### src/rtl/isc_pkg.sv
// Shared types and constants of the intermittent sprayer controller.
package isc_pkg;

  localparam int unsigned InDataW  = 72;
  localparam int unsigned OutDataW = 16;
  localparam int unsigned KindW    = 4;
  localparam int unsigned AddrW    = 5;
  localparam int unsigned PctW     = 7;
  localparam int unsigned CntW     = $clog2(PctW);
  localparam int unsigned RemW     = 32 + PctW;
  localparam int unsigned DvsW     = 32 + PctW - 1;

  localparam logic [CntW-1:0] DivLast = CntW'(PctW - 1);

  localparam logic [1:0] MODE_MANUAL       = 2'd0;
  localparam logic [1:0] MODE_INTERMITTENT = 2'd1;
  localparam logic [1:0] MODE_CONTINUOUS   = 2'd2;
  localparam logic [1:0] MODE_INVALID      = 2'd3;

  localparam logic [1:0] CH_LEFT   = 2'd0;
  localparam logic [1:0] CH_CENTER = 2'd1;
  localparam logic [1:0] CH_RIGHT  = 2'd2;
  localparam logic [1:0] CH_NONE   = 2'd3;

  localparam logic [PctW-1:0] FULL_PERCENT = 7'd100;
  localparam logic [31:0]     PHASE_RESET  = 32'd1000;

  typedef enum logic [KindW-1:0] {
    KIND_TICK         = 4'd0,
    KIND_SET_MODE     = 4'd1,
    KIND_CYCLE_MODE   = 4'd2,
    KIND_SET_ALL      = 4'd3,
    KIND_TOGGLE_CH    = 4'd4,
    KIND_SET_ARMED    = 4'd5,
    KIND_TOGGLE_ARMED = 4'd6,
    KIND_SET_CONT     = 4'd7,
    KIND_RESET        = 4'd8
  } kind_e;

  typedef enum logic [2:0] {
    REG_TRIGGER  = 3'd0,
    REG_ON_TIME  = 3'd1,
    REG_OFF_TIME = 3'd2,
    REG_ON_DIST  = 3'd3,
    REG_OFF_DIST = 3'd4
  } reg_e;

  typedef struct packed {
    logic        trig;
    logic [31:0] on_time;
    logic [31:0] off_time;
    logic [31:0] on_dist;
    logic [31:0] off_dist;
  } cfg_t;

  typedef struct packed {
    logic take;
    logic scale;
    logic div_step;
    logic div_last;
    logic out_load;
  } dp_cmd_t;

  typedef struct packed {
    logic need_div;
  } dp_sts_t;

endpackage

### src/rtl/isc_ctrl.sv
// Sequencer: accepts a transaction, runs the percent divider, loads the output register.
module isc_ctrl import isc_pkg::*; (
  input  logic    clk_i,
  input  logic    rst_ni,
  input  logic    in_valid_i,
  output logic    in_ready_o,
  output logic    out_valid_o,
  input  logic    out_ready_i,
  input  dp_sts_t sts_i,
  output dp_cmd_t cmd_o
);

  typedef enum logic [3:0] {
    ST_IDLE  = 4'b0001,
    ST_SCALE = 4'b0010,
    ST_DIV   = 4'b0100,
    ST_LOAD  = 4'b1000
  } state_e;

  state_e          state_q, state_d;
  logic [CntW-1:0] cnt_q, cnt_d;
  logic            ovalid_q, ovalid_d;

  always_comb begin
    state_d = state_q;
    cnt_d   = cnt_q;
    cmd_o   = '0;
    unique case (state_q)
      ST_IDLE: begin
        if (in_valid_i) begin
          cmd_o.take = 1'b1;
          state_d    = sts_i.need_div ? ST_SCALE : ST_LOAD;
        end
      end
      ST_SCALE: begin
        cmd_o.scale = 1'b1;
        cnt_d       = '0;
        state_d     = ST_DIV;
      end
      ST_DIV: begin
        cmd_o.div_step = 1'b1;
        cnt_d          = cnt_q + 1'b1;
        if (cnt_q == DivLast) begin
          cmd_o.div_last = 1'b1;
          state_d        = ST_LOAD;
        end
      end
      ST_LOAD: begin
        // wait for the output register to drain
        if (!ovalid_q || out_ready_i) begin
          cmd_o.out_load = 1'b1;
          state_d        = ST_IDLE;
        end
      end
      default: state_d = ST_IDLE;
    endcase
  end

  always_comb begin
    ovalid_d = ovalid_q;
    if (cmd_o.out_load) begin
      ovalid_d = 1'b1;
    end else if (out_ready_i) begin
      ovalid_d = 1'b0;
    end
  end

  always_ff @(posedge clk_i or negedge rst_ni) begin
    if (!rst_ni) begin
      state_q  <= ST_IDLE;
      cnt_q    <= '0;
      ovalid_q <= 1'b0;
    end else begin
      state_q  <= state_d;
      cnt_q    <= cnt_d;
      ovalid_q <= ovalid_d;
    end
  end

  assign in_ready_o  = (state_q == ST_IDLE);
  assign out_valid_o = ovalid_q;

endmodule

### src/rtl/isc_dpath.sv
// Datapath: mode and phase state, relay drive, serial percent divider, output register.
module isc_dpath import isc_pkg::*; (
  input  logic                clk_i,
  input  logic                rst_ni,
  input  cfg_t                cfg_i,
  input  dp_cmd_t             cmd_i,
  output dp_sts_t             sts_o,
  input  logic [KindW-1:0]    kind_i,
  input  logic [InDataW-1:0]  data_i,
  output logic [OutDataW-1:0] data_o
);

  logic [31:0] now, odo;
  logic [1:0]  mode_val, chan;
  logic [2:0]  lcr;
  logic        level;
  kind_e       kind;

  assign now      = data_i[31:0];
  assign odo      = data_i[63:32];
  assign mode_val = data_i[65:64];
  assign chan     = data_i[67:66];
  assign lcr      = data_i[70:68];
  assign level    = data_i[71];
  assign kind     = kind_e'(kind_i);

  logic [1:0]          mode_q, mode_d;
  logic [2:0]          wanted_q, wanted_d;
  logic                armed_q, armed_d;
  logic                phase_q, phase_d;
  logic                ovr_q, ovr_d;
  logic [PctW-1:0]     prog_q, prog_d;
  logic [31:0]         start_q, start_d;
  logic [31:0]         lastodo_q, lastodo_d;
  logic [31:0]         pdist_q, pdist_d;
  logic [2:0]          relay_q, relay_d;
  logic [RemW-1:0]     rem_q, rem_d;
  logic [DvsW-1:0]     dvs_q, dvs_d;
  logic [PctW-2:0]     quo_q, quo_d;
  logic [OutDataW-1:0] out_q, out_d;

  logic [31:0] len, el, delta, num;
  logic [32:0] acc;
  logic        tog, adv, ge;
  logic        chg, lvl;
  logic [1:0]  tgt;

  // phase arithmetic, evaluated against the state before the transaction
  always_comb begin
    if (cfg_i.trig) begin
      len = phase_q ? cfg_i.on_dist : cfg_i.off_dist;
    end else begin
      len = phase_q ? cfg_i.on_time : cfg_i.off_time;
    end
    el    = now - start_q;
    delta = odo - lastodo_q;
    acc   = {1'b0, pdist_q} + {1'b0, delta};
    tog   = cfg_i.trig ? (acc >= {1'b0, len}) : (el >= len);
    num   = cfg_i.trig ? acc[31:0] : el;
    adv   = (kind == KIND_TICK) && (mode_q == MODE_INTERMITTENT) && armed_q;
    sts_o.need_div = adv && (len != '0) && !tog;
    ge    = (rem_q >= {1'b0, dvs_q});
  end

  always_comb begin
    mode_d    = mode_q;
    wanted_d  = wanted_q;
    armed_d   = armed_q;
    phase_d   = phase_q;
    ovr_d     = ovr_q;
    prog_d    = prog_q;
    start_d   = start_q;
    lastodo_d = lastodo_q;
    pdist_d   = pdist_q;
    relay_d   = relay_q;
    rem_d     = rem_q;
    dvs_d     = dvs_q;
    quo_d     = quo_q;
    out_d     = out_q;
    chg       = 1'b0;
    tgt       = mode_q;
    lvl       = 1'b0;

    if (cmd_i.take) begin
      rem_d = {{(RemW-32){1'b0}}, num};
      dvs_d = {len, {(PctW-1){1'b0}}};

      case (kind)
        KIND_SET_MODE: begin
          chg = (mode_val != MODE_INVALID);
          tgt = mode_val;
        end
        KIND_CYCLE_MODE: begin
          chg = 1'b1;
          case (mode_q)
            MODE_MANUAL:       tgt = MODE_INTERMITTENT;
            MODE_INTERMITTENT: tgt = MODE_CONTINUOUS;
            default:           tgt = MODE_MANUAL;
          endcase
        end
        KIND_SET_ARMED, KIND_TOGGLE_ARMED: begin
          chg = 1'b1;
          tgt = MODE_INTERMITTENT;
        end
        KIND_SET_CONT: begin
          chg = 1'b1;
          tgt = MODE_CONTINUOUS;
        end
        default: chg = 1'b0;
      endcase

      if (chg && (tgt != mode_q)) begin
        if (mode_q == MODE_INTERMITTENT) begin
          armed_d = 1'b0;
          phase_d = 1'b0;
          prog_d  = '0;
        end
        mode_d = tgt;
        if (tgt == MODE_INTERMITTENT) begin
          start_d   = now;
          lastodo_d = odo;
          pdist_d   = '0;
          phase_d   = 1'b1;
          prog_d    = '0;
        end
        ovr_d = 1'b0;
      end

      case (kind)
        KIND_TICK: begin
          if (mode_q == MODE_INTERMITTENT) begin
            if (!armed_q) begin
              wanted_d = '0;
            end else begin
              if (cfg_i.trig) begin
                lastodo_d = odo;
                pdist_d   = tog ? 32'd0 : acc[31:0];
              end else if (tog) begin
                start_d = now;
              end
              if (tog) begin
                phase_d = ~phase_q;
              end
              if (len == '0) begin
                prog_d = FULL_PERCENT;
              end else if (tog) begin
                prog_d = '0;
              end
            end
          end
          if ((mode_q == MODE_INTERMITTENT) && armed_q) begin
            // override freezes the relays
            if (!ovr_q) begin
              relay_d = phase_d ? wanted_d : 3'b000;
            end
          end else begin
            relay_d = wanted_d;
          end
        end
        KIND_SET_ALL: begin
          wanted_d = lcr;
          if (mode_q == MODE_INTERMITTENT) begin
            ovr_d = 1'b1;
          end
        end
        KIND_TOGGLE_CH: begin
          case (chan)
            CH_LEFT:   wanted_d[0] = ~wanted_q[0];
            CH_CENTER: wanted_d[1] = ~wanted_q[1];
            CH_RIGHT:  wanted_d[2] = ~wanted_q[2];
            default:   wanted_d    = wanted_q;
          endcase
          if ((chan != CH_NONE) && (mode_q == MODE_INTERMITTENT)) begin
            ovr_d = 1'b1;
          end
        end
        KIND_SET_ARMED, KIND_TOGGLE_ARMED: begin
          lvl     = (kind == KIND_SET_ARMED) ? level : ~armed_q;
          armed_d = lvl;
          if (!lvl) begin
            phase_d  = 1'b0;
            prog_d   = '0;
            wanted_d = '0;
          end else begin
            start_d   = now;
            lastodo_d = odo;
            pdist_d   = '0;
            phase_d   = 1'b1;
            prog_d    = '0;
            ovr_d     = 1'b0;
          end
        end
        KIND_SET_CONT: begin
          wanted_d = lcr;
        end
        KIND_RESET: begin
          mode_d    = MODE_MANUAL;
          wanted_d  = '0;
          armed_d   = 1'b0;
          phase_d   = 1'b0;
          prog_d    = '0;
          ovr_d     = 1'b0;
          lastodo_d = '0;
          pdist_d   = '0;
          relay_d   = '0;
        end
        // mode requests were handled above; unused kinds change nothing
        default: ;
      endcase
    end

    // elapsed * 100 as shifts and adds
    if (cmd_i.scale) begin
      rem_d = {rem_q[RemW-7:0], 6'b0} + {rem_q[RemW-6:0], 5'b0} + {rem_q[RemW-3:0], 2'b0};
    end

    // one restoring quotient bit per step, most significant first
    if (cmd_i.div_step) begin
      if (ge) begin
        rem_d = rem_q - {1'b0, dvs_q};
      end
      dvs_d = dvs_q >> 1;
      quo_d = {quo_q[PctW-3:0], ge};
      if (cmd_i.div_last) begin
        prog_d = {quo_q, ge};
      end
    end

    if (cmd_i.out_load) begin
      out_d = {1'b0, ovr_q, prog_q, phase_q, armed_q, mode_q, relay_q};
    end
  end

  always_ff @(posedge clk_i or negedge rst_ni) begin
    if (!rst_ni) begin
      mode_q    <= MODE_MANUAL;
      wanted_q  <= '0;
      armed_q   <= 1'b0;
      phase_q   <= 1'b0;
      ovr_q     <= 1'b0;
      prog_q    <= '0;
      start_q   <= '0;
      lastodo_q <= '0;
      pdist_q   <= '0;
      relay_q   <= '0;
    end else begin
      mode_q    <= mode_d;
      wanted_q  <= wanted_d;
      armed_q   <= armed_d;
      phase_q   <= phase_d;
      ovr_q     <= ovr_d;
      prog_q    <= prog_d;
      start_q   <= start_d;
      lastodo_q <= lastodo_d;
      pdist_q   <= pdist_d;
      relay_q   <= relay_d;
    end
  end

  always_ff @(posedge clk_i) begin
    rem_q <= rem_d;
    dvs_q <= dvs_d;
    quo_q <= quo_d;
    out_q <= out_d;
  end

  assign data_o = out_q;

endmodule

### src/rtl/intermittent_sprayer_controller_unit.sv
// Top level of the intermittent sprayer controller: register port, sequencer and datapath.
// Each input transaction (tick or button event) yields exactly one status transaction.
// A tick in armed intermittent mode whose phase runs on goes through acceptance, the
// scaling of the elapsed amount by 100, the restoring divider that forms the seven-bit
// progress percent one bit per cycle and the load of the result; every other transaction
// goes from acceptance straight to the load. The next transaction is accepted while a
// result still waits in the output register; a result that finds that register full
// waits until it drains. Configuration registers sit at byte addresses 0, 4, 8, 12 and 16;
// the user must write them only while no transaction is in flight; it is not enforced.
module intermittent_sprayer_controller_unit import isc_pkg::*; (
  input  logic                clk_i,
  input  logic                rst_ni,
  input  logic                s_axis_tvalid,
  output logic                s_axis_tready,
  // now_ms[31:0], total_distance_mm[63:32], mode_value[65:64], channel[67:66],
  // left_on[68], center_on[69], right_on[70], level[71]
  input  logic [InDataW-1:0]  s_axis_tdata,
  // kind[3:0]
  input  logic [KindW-1:0]    s_axis_tuser,
  output logic                m_axis_tvalid,
  input  logic                m_axis_tready,
  // relay_left[0], relay_center[1], relay_right[2], mode_now[4:3], armed[5],
  // phase_on[6], progress_percent[13:7], override_on[14], zero[15]
  output logic [OutDataW-1:0] m_axis_tdata,
  input  logic                psel,
  input  logic                penable,
  input  logic                pwrite,
  input  logic [AddrW-1:0]    paddr,
  input  logic [31:0]         pwdata,
  output logic [31:0]         prdata,
  output logic                pready
);

  cfg_t    cfg_q, cfg_d;
  reg_e    reg_idx;
  logic    wr_en;
  dp_cmd_t cmd;
  dp_sts_t sts;

  assign pready  = 1'b1;
  assign reg_idx = reg_e'(paddr[AddrW-1:2]);
  assign wr_en   = psel && penable && pwrite && pready;

  always_comb begin
    cfg_d = cfg_q;
    if (wr_en) begin
      unique case (reg_idx)
        REG_TRIGGER:  cfg_d.trig     = pwdata[0];
        REG_ON_TIME:  cfg_d.on_time  = pwdata;
        REG_OFF_TIME: cfg_d.off_time = pwdata;
        REG_ON_DIST:  cfg_d.on_dist  = pwdata;
        REG_OFF_DIST: cfg_d.off_dist = pwdata;
        default:      cfg_d          = cfg_q;
      endcase
    end
  end

  always_comb begin
    unique case (reg_idx)
      REG_TRIGGER:  prdata = {31'b0, cfg_q.trig};
      REG_ON_TIME:  prdata = cfg_q.on_time;
      REG_OFF_TIME: prdata = cfg_q.off_time;
      REG_ON_DIST:  prdata = cfg_q.on_dist;
      REG_OFF_DIST: prdata = cfg_q.off_dist;
      default:      prdata = '0;
    endcase
  end

  always_ff @(posedge clk_i or negedge rst_ni) begin
    if (!rst_ni) begin
      cfg_q.trig     <= 1'b0;
      cfg_q.on_time  <= PHASE_RESET;
      cfg_q.off_time <= PHASE_RESET;
      cfg_q.on_dist  <= PHASE_RESET;
      cfg_q.off_dist <= PHASE_RESET;
    end else begin
      cfg_q <= cfg_d;
    end
  end

  isc_ctrl u_ctrl (
    .clk_i       (clk_i),
    .rst_ni      (rst_ni),
    .in_valid_i  (s_axis_tvalid),
    .in_ready_o  (s_axis_tready),
    .out_valid_o (m_axis_tvalid),
    .out_ready_i (m_axis_tready),
    .sts_i       (sts),
    .cmd_o       (cmd)
  );

  isc_dpath u_dpath (
    .clk_i  (clk_i),
    .rst_ni (rst_ni),
    .cfg_i  (cfg_q),
    .cmd_i  (cmd),
    .sts_o  (sts),
    .kind_i (s_axis_tuser),
    .data_i (s_axis_tdata),
    .data_o (m_axis_tdata)
  );

endmodule

### config.mk
export PLATFORM = sky130hd
export DESIGN_NAME = intermittent_sprayer_controller_unit
export DESIGN_NICKNAME = d
export VERILOG_FILES = /design/src/rtl/isc_pkg.sv /design/src/rtl/isc_ctrl.sv /design/src/rtl/isc_dpath.sv /design/src/rtl/intermittent_sprayer_controller_unit.sv
export SDC_FILE = /design/constraint.sdc
export NUM_CORES = 1
export LEC_CHECK = 0
export BUFFER_PORTS_ARGS = -buffer_cell sky130_fd_sc_hd__buf_2
export CAP_MARGIN = 20
export CORE_MARGIN = 1
export CORE_UTILIZATION = 40
export DETAILED_ROUTE_END_ITERATION = 6
export PLACE_DENSITY_LB_ADDON = 0.25
export SETUP_SLACK_MARGIN = 0.2
export SLEW_MARGIN = 20
export SYNTH_ARGS = -nofsm -noshare
export SYNTH_HDL_FRONTEND = slang
export SYNTH_SLANG_ARGS = --single-unit
### constraint.sdc
create_clock -name clk_i -period 7.7 [get_ports clk_i]
set_input_delay 0 -clock clk_i [delete_from_list [all_inputs] [get_ports clk_i]]
set_output_delay 0 -clock clk_i [all_outputs]
set_load 0.01 [all_outputs]
==> impl_summary.md <==
Final layout
The fraction of final layout cells with drive strength greater than 1 is 0.173. After the last flow step, the layout net total stands at 3469. The layout-stage area growth over the synthesis result is 15.9%.

Worst setup path
Data arrives at the worst endpoint at 7520 ps. The register-to-register setup slack is 630 ps. Of all nets on the critical path, the largest fanout is 6. The worst setup path is launched from a flop. The capturing element type of the critical path is a flop. The longest individual stage delay on the worst path is 590 ps. For the worst setup path, the data required time is 8150 ps. The worst-path cell with the longest stage delay is sky130_fd_sc_hd__xor2_1. The worst setup path is of the reg -> reg kind.

Drt
The first detailed-routing pass ran for 5 iterations. After detailed routing, the total wire length is 86200 um. The detailed router finished its first iteration with 1555 violations. The via total after detailed routing is 23400. After detailed routing, the number of vias per cell comes to 5.88. For this run, design rule violations remaining after detail routing come to 0.

The antenna violation net count after detailed routing is 0. In the final routed layout, each cell accounts on average for 21.7 um.

Synth
sky130_fd_sc_hd__dfrtp_1 takes more of the synthesized area than any other cell. The Yosys warning count is 0. The share of synthesized area in the top cell type comes to 0.209.

In this run, synthesis inferred 58 flip-flops with an integrated enable. The cell area after synthesis is 27000 um2. For this run, the register share of the synthesized area comes to 0.328. Counting distinct cell types in the post-synthesis netlist gives 94. The most used standard cell by instance count after synthesis is sky130_fd_sc_hd__ha_1.

The top flip-flop cell by instance count after synthesis is sky130_fd_sc_hd__dfrtp_1. The post-synthesis instance total is 2837. The flop and latch count out of synthesis is 349.

In the post-synthesis netlist, the biggest area contributors are sky130_fd_sc_hd__dfrtp_1 (21%), sky130_fd_sc_hd__ha_1 (11%), sky130_fd_sc_hd__edfxtp_1 (6.5%). The share of flip-flops with an asynchronous set or reset after synthesis is 0.719. The number of nets in the synthesized netlist is 3225.

The synthesized area divided by synthesized cell count is 9.52 um2. Sorting the synthesized cells by how often they occur yields sky130_fd_sc_hd__ha_1 (231), sky130_fd_sc_hd__dfrtp_1 (226), sky130_fd_sc_hd__nand2_1 (212).

Global route
The first global-routing pass estimated 134000 um of wire. The number of global-route vias before repair was 23400. Summed over all layers, the global routing overflow is 0. For this run, the total global-route usage over all layers was measured as 0.249. The initial antenna violation count is 1.

The pin count of the biggest net entering global routing is 133.

Placed design
The total of buffers placed on input and output ports is 166. The post-detailed-placement half-perimeter wirelength is 65000 um. The final weighted congestion of routability-driven global placement is 0.931.

Worst hold path
The path class of the lowest-slack min-delay path is in -> reg.

Floorplan
The floorplan has 94 rows. The die covers 68500 um2. The floorplan die height is 262 um. Measured along the x axis, the die boundary spans 262 um. The effective utilization at floorplan is 0.408. The placeable core region is 66200 um2. For this design the top-level I/O count stands at 171.

Clock tree
TritonCTS built the clock tree. CTS built an H-tree with a depth of 2. The tree is rooted in a sky130_fd_sc_hd__clkbuf_16. For this design, the sink count on the clock tree is 349. TritonCTS created 41 clock buffers.

Clock-pin slew was measured on the worst setup and hold paths at 60 ps. Clock latency on the worst-skew pair, taken at its later pin, is 570 ps. The maximum root-to-sink buffer count is 3.

Power
The static leakage is 13.8 nW. The largest vdd supply drop is 0.000215 V. The power per unit of standard cell area is 481 nW/um2.

Timing
Of the available clock period, the critical path in the final layout requires 0.918. The final setup TNS is 0 ps. The hold slack is 53.8 ps. After layout, the minimum clock period comes to 7070 ps. The relative max-transition margin is 0.260. The measured slew at the worst slew-check pin is 1110 ps. The final worst clock skew is 17.6 ps.

Setup violations remaining at the end of the flow were counted as 0. The total count of max-transition violations in the final report came to 0. Setup repair after global routing could not meet its margin everywhere. For this run, the top clock speed supported by timing is 0.141 GHz.

The number of hold-slack violations in the final timing report is 0.

Flow run
The count of max-cap constraint violations is 0.

Status
The run finished with clean final reports.
==> stage by stage <==
step | setup WS, ps | std cells | power, mW | instance area, um2 | util
2_1_floorplan | 1280 | 2837 | 9.97 | 27000 | -
3_3_place_gp | 407 | 3785 | 12.5 | 28700 | 0.434
3_5_place_dp | 142 | 3785 | 12.8 | 28700 | 0.434
4_1_cts | 331 | 3973 | 14.9 | 31200 | 0.471
5_1_grt | 192 | 3978 | 16.2 | 31300 | 0.473
6_report | 630 | 3978 | 15.0 | 31300 | 0.473
==> final timing paths <==
check / depth (start not counted) / end / start
setup / recovery: 28 / u_dpath.phase_q / u_dpath.lastodo_q[5]
hold / removal: 5 / u_dpath.ovr_q / s_axis_tdata[71]
setup reg to reg: 28 / u_dpath.phase_q / u_dpath.lastodo_q[5]
hold reg to reg: 0 / u_dpath.data_o[10] / u_dpath.prog_q[3]
max in group asynchronous: 5 / cfg_q[79] / rst_ni
min in group asynchronous: 3 / u_dpath.prog_q[4] / rst_ni
==> where the power goes <==
group	internal (mW)	switching [mW]	total [mW]
Combinational	4.16	5.97	10.1
Clock	1.14	0.830	1.97
Sequential	2.43	0.514	2.94
Total	7.73	7.32	15.0
==> area by class of cell <==
cell class,instances,area [um2]
fill,6186,34900
inverter,200,751
tap,864,1080
clock buffer,58,1140
timing repair buffer,321,2320
multi-input combinational,2168,17000
clock inverter,17,174
antenna,1,2.50
sequential,349,8860
==> timing repair <==
action / in CTS / in global routing
hold buffers: 113 / 1
setup endpoints to repair: 8 / 45
resized for setup: 2 / 7
gates cloned: 0 / 0
hold endpoints to repair: 314 / 43
pin swaps: 0 / 2
setup buffers: 0 / 2
==> cells by family after synthesis <==
group / count (synthesis) / share of synthesized area
mux: 221 / 0.109
fa+ha+maj: 268 / 0.134
other cells: 2 / 0.000278
buf+inv: 320 / 0.0470
flops: 349 / 0.328
compound gates: 852 / 0.214
xor+xnor: 135 / 0.0438
simple gates: 690 / 0.124
==> flip-flops by register name (all words and copies together), names as in the netlist, 7 cells and up <==
register / flops
cfg_q: 129
u_dpath.lastodo_q: 32
u_dpath.pdist_q: 32
u_dpath.dvs_q: 38
u_dpath.rem_q: 39
u_dpath.start_q: 32
u_dpath.data_o: 15
u_dpath.prog_q: 7
==> metal layers <==
metal  part of all wire  GRT usage  vias up
met3              0.056     0.0402      150
li1                   -          -    11000
met1               0.43      0.323    11600
met2               0.48      0.420      649
met5                  0          0        -
met4              0.034     0.0866        0
==> placed cells by master, fill, tap and decap left out, drive strengths merged, types with 114 or more instances in the layout <==
master,instances
nand2,212
buf,207
inv,203
dfrtp,226
a21oi,187
o21ai,174
mux2,165
dlygate4sd3,114
ha,231
nor2,157
==> worst max-delay path, delay by kind of cell, from the launching register on <==
family	cells	cell delay, ps
compound gates	16	3320
simple gates	6	1430
fa+ha+maj	3	960
xor+xnor	1	590
flops	1	350
buf+inv	2	280
Note: power is estimated with default switching activity, not from simulation.
